File: src/design/plin_ram.sv
// Generic single-write, single-read RAM with registered read data.
// No dependencies.
module plin_ram #(
    parameter int WIDTH = 32,
    parameter int DEPTH = 64
) (
    input  logic                     aclk,
    input  logic                     we,
    input  logic [$clog2(DEPTH)-1:0] waddr,
    input  logic [WIDTH-1:0]         wdata,
    input  logic [$clog2(DEPTH)-1:0] raddr,
    output logic [WIDTH-1:0]         rdata
);

    logic [WIDTH-1:0] mem [DEPTH];
    logic [WIDTH-1:0] rdata_reg;

    always_ff @(posedge aclk) begin
        if (we) begin
            mem[waddr] <= wdata;
        end
        rdata_reg <= mem[raddr];
    end

    assign rdata = rdata_reg;

endmodule

File: config.mk
export PLATFORM = sky130hd
export DESIGN_NAME = plin_ram
export DESIGN_NICKNAME = d
export VERILOG_FILES = /design/src/design/plin_ram.sv
export SDC_FILE = /design/constraint.sdc
export NUM_CORES = 2
export LEC_CHECK = 0
export ABC_AREA = 1
export CAP_MARGIN = 20
export CORE_AREA = 2 2 579 581
export DETAILED_ROUTE_END_ITERATION = 12
export DIE_AREA = 0 0 581 583
export DONT_BUFFER_PORTS = 1
export PLACE_DENSITY = 0.37
export SLEW_MARGIN = 20
export SYNTH_ARGS = -nofsm -noshare
export SYNTH_HDL_FRONTEND = slang
export SYNTH_SLANG_ARGS = --single-unit
File: constraint.sdc
create_clock -name aclk -period 4.3 [get_ports aclk]
set_input_delay 0.215 -clock aclk [delete_from_list [all_inputs] [get_ports aclk]]
set_output_delay 0.215 -clock aclk [all_outputs]
set_load 0.05 [all_outputs]
# Word level (Yosys, flattened, before mapping)
# Memories as Yosys holds them, arrays and structs flattened. A register that Yosys moved wholly into a read port is not among the register bits.
# Index checks and enable logic that the tools add are counted.
[word_totals] mem_count=1 reg_bits=0 mem_bits_rw=2048 word_cells=3
[op_classes] muxes=2
[mem_list] memory="mem" words=64 word_bits=32 read_ports=1 rd_clocked_by_memory_dff=1 wr=1 line_no="15" rtl="logic [WIDTH-1:0] mem [DEPTH];"
[ops] cell="1-bit 2-to-1 mux" n=2

# Logic depth before layout (Yosys ltp)
[logic_depth] depth_word=2 mapped_depth=13 mapped_depth_nobuf=9

# Worst setup path before layout
# Ideal clock, no wire load.
[synth_path] kind="input -> register" from="in we" to="mem mem[48][0] (enable)" arrival_ps=3843 path_stages=3 required_ps=3798 slack_ps=-45 path_cell_list="clkbuf_1 > nand4_1 > nor4_1"
[synth_between] elab_chain_cells=2
[synth_lines] element="from (decl)" line_no="8" rtl="input logic we,"
[synth_lines] element="1-bit 2-to-1 mux" line_no="19" rtl="if (we) begin"
[synth_lines] element="1-bit 2-to-1 mux (not written as such)" line_no="20" rtl="mem[waddr] <= wdata;"
[synth_lines] element="to (decl)" line_no="15"
# Every way passes these cells.

==> flow_metrics.env <==
export IMPL_status="complete, but fails checks"
export IMPL_violations="max-slew violations"
export IMPL_drive_above_1_share_pct=8.47
export IMPL_grt_max_degree=1026
export IMPL_rsz0062_at_grt="no"
export IMPL_globalRouteTotalUtil_pct=17.8
export IMPL_finalHoldViolCount=0
export IMPL_design_die_area_um2=339000
export IMPL_wl_met3_um=13100
export IMPL_io_pins=78
export IMPL_powerDensity_nw_per_um2=459
export IMPL_postSynthCellCount=6769
export IMPL_clkSlewWorstSetupHoldPaths_ns=0.06
export IMPL_maxUsedRoutingLayer="met5"
export IMPL_required_ns=5.10
export IMPL_postSynthRegisterBits=2080
export IMPL_initial_utilization_pct=24.9
export IMPL_antenna_violations_before_repair=17
export IMPL_floorplan_die_height_um=583
export IMPL_criticalPathCategory="in2reg"
export IMPL_place_area_um2=88200
export IMPL_area_growth_syn_to_layout_pct=17.6
export IMPL_hold_path_class="in2reg"
export IMPL_drc=0
export IMPL_port_buffer_count=0
export IMPL_width_of_the_die_um=581
export IMPL_gp_congestion=0.737
export IMPL_dr_total_vias=53600
export IMPL_met1_routed_wirelength_after_detailed_routing_um=139000
export IMPL_drtPass1Iterations=6
export IMPL_final_period_utilization_pct=98.1
export IMPL_synth_cells_most_frequent="nand2_1 (2248), edfxtp_1 (2048), nand3_1 (1907)"
export IMPL_post_layout_util_pct=29.3
export IMPL_wl_um=312000
export IMPL_yosysMostFrequentCell="nand2_1"
export IMPL_cts_max_level=4
export IMPL_synth_top_area_cell="edfxtp_1"
export IMPL_fin_area_um2=97300
export IMPL_dominantRegCellSynth="edfxtp_1"
export IMPL_std_cell_rows=212
export IMPL_maxSlewViolCount=142
export IMPL_largest_reg_flops=2048
export IMPL_cts_sink_count=2080
export IMPL_wire_per_inst_um=27.4
export IMPL_violation_count_after_the_first_detailed_route_iteration=4761
export IMPL_asyncSetResetFlopFracSynth_pct=0
export IMPL_synth_warning_count=0
export IMPL_grt_overflow_total=0
export IMPL_max_clock_freq_ghz=0.237
export IMPL_max_vdd_ir_drop_mv=0.340
export IMPL_netlist_top_cells_area="edfxtp_1 (74%), nand3_1 (12%), nand2_1 (10%)"
export IMPL_grt_first_pass_wirelength_um=430000
export IMPL_number_of_global_route_vias_before_repair=51700
export IMPL_met2_length_um=154000
export IMPL_clock_tree_root_cell="clkbuf_16"
export IMPL_critPathCaptureType="flip-flop"
export IMPL_p_total_mw=44.7
export IMPL_timing_critical_path_arrival_ns=5.02
export IMPL_path_max_fanout=72
export IMPL_worst_setup_path_start_kind="input pin"
export IMPL_total_leakage_power_nw=33.3
export IMPL_clkLatencyLatePin_ns=0.92
export IMPL_avgViaCountPerCell=4.70
export IMPL_placeableCoreArea_um2=332000
export IMPL_timing_final_ws_setup_ns=0.0823
export IMPL_detail_route_antenna_nets=0
export IMPL_drv_cap=0
export IMPL_max_slew_worst_pin_slew_ns=1.77
export IMPL_cts_root_to_sink_buffers=4
export IMPL_dp_slack_ns=0.827
export IMPL_tritoncts="yes"
export IMPL_cts_buffers=232
export IMPL_netlist_area_um2=82700
export IMPL_avgSynthCellArea_um2=12.2
export IMPL_setup_violations=0
export IMPL_worst_clock_skew_ns=0.0557
export IMPL_syn_nets=6815
export IMPL_yosysTopAreaCellShare_pct=74.3
export IMPL_finalCriticalPeriod_ns=4.22
export IMPL_hpwl_um=148000
export IMPL_ys_seq_area_share_pct=75.1
export IMPL_synth_edf_count=2048
export IMPL_worst_slew_margin_rel_pct=-18.1
export IMPL_finish_net_count=6865
export IMPL_netlist_cell_type_count=16
[cells by family (layout without fill, tap and decap cells)]
logic type             count (synthesis)  count (layout)  share of synthesized area, %
buffers and inverters                461             695                          2.78
flip-flops                          2080            2080                          75.1
other                                  0               9                             0
AND/OR/NAND/NOR                     4228            4228                          22.1
[area by class of cell]
cell class                      instances  area [um2]
Sequential cell                      2080       62100
Inverter                               12        93.8
Timing Repair Buffer                  264        3620
Timing Repair inverter                  1        11.3
Antenna cell                            9        22.5
Multi-Input combinational cell       4228       18800
Fill cell                           33700      235000
Clock inverter                        105         868
Clock buffer                          313        6300
Tap cell                             4387        5490
[layer usage]
metal  vias up  global-route usage, %
met3       335                   2.24
met5         -                      0
li1      24300                      -
met2      1252                   30.6
met1     27700                   24.1
met4         6                   3.43
[power breakdown]
part	internal, mW	switching (mW)
combinational	0.721	1.96
sequential	22.4	0.284
clock	11.0	8.25
[critical path, stage by stage]
cell,delay [ns]
buf_16,0.24
buf_16,0.24
buf_16,0.27
clkinv_16,0.21
buf_16,0.31
buf_4,0.28
nand2_1,0.07
nand3_1,0.06
nand3_1,0.16
nand3_1,0.11
dlygate4sd3_1,0.61
nand3_1,0.09
dlygate4sd3_1,0.58
nand2_1,0.05
dlygate4sd3_1,0.55
nand2_1,0.06
nand2_1,0.04
dlygate4sd3_1,0.54
[stage by stage]
stage	hold WS (ns)	TNS (ns)	instances
floorplan	0.314	-11.52	6769
global placement	0.323	0	10900
detailed placement	0.323	0	10900
CTS	0.000663	0	11400
global route	0.0188	0	11400
finish	0.0175	0	11400
[cell usage in the layout (no fill, tap or decap), drive strengths merged]
cell,instances
buf,205
inv,14
bufinv,14
nand2,2248
dfxtp,32
clkinv,90
edfxtp,2048
nand3,1907
diode,9
nor4,8
clkbuf,320
nand4,9
nor2,56
dlygate4sd3,52
[repair_timing]
item / 4_1_cts / 5_1_grt
hold buffers: 91 / 0
resized for setup: 0 / 2
endpoints found under the setup margin: 0 / 5
endpoints found under the hold margin: 2266 / 0
setup buffers: 0 / 0
[worst paths after layout]
kind | start | end | slack (ns) | cells past startpoint
max | raddr[0] | rdata[9] | 0.08 | 18
min reg2reg | mem[34][16] | rdata[16] | 0.82 | 8
max reg2reg | mem[15][9] | rdata[9] | 0.91 | 12
min | raddr[1] | rdata[17] | 0.02 | 7
Note: power is estimated with default switching activity, not from simulation.
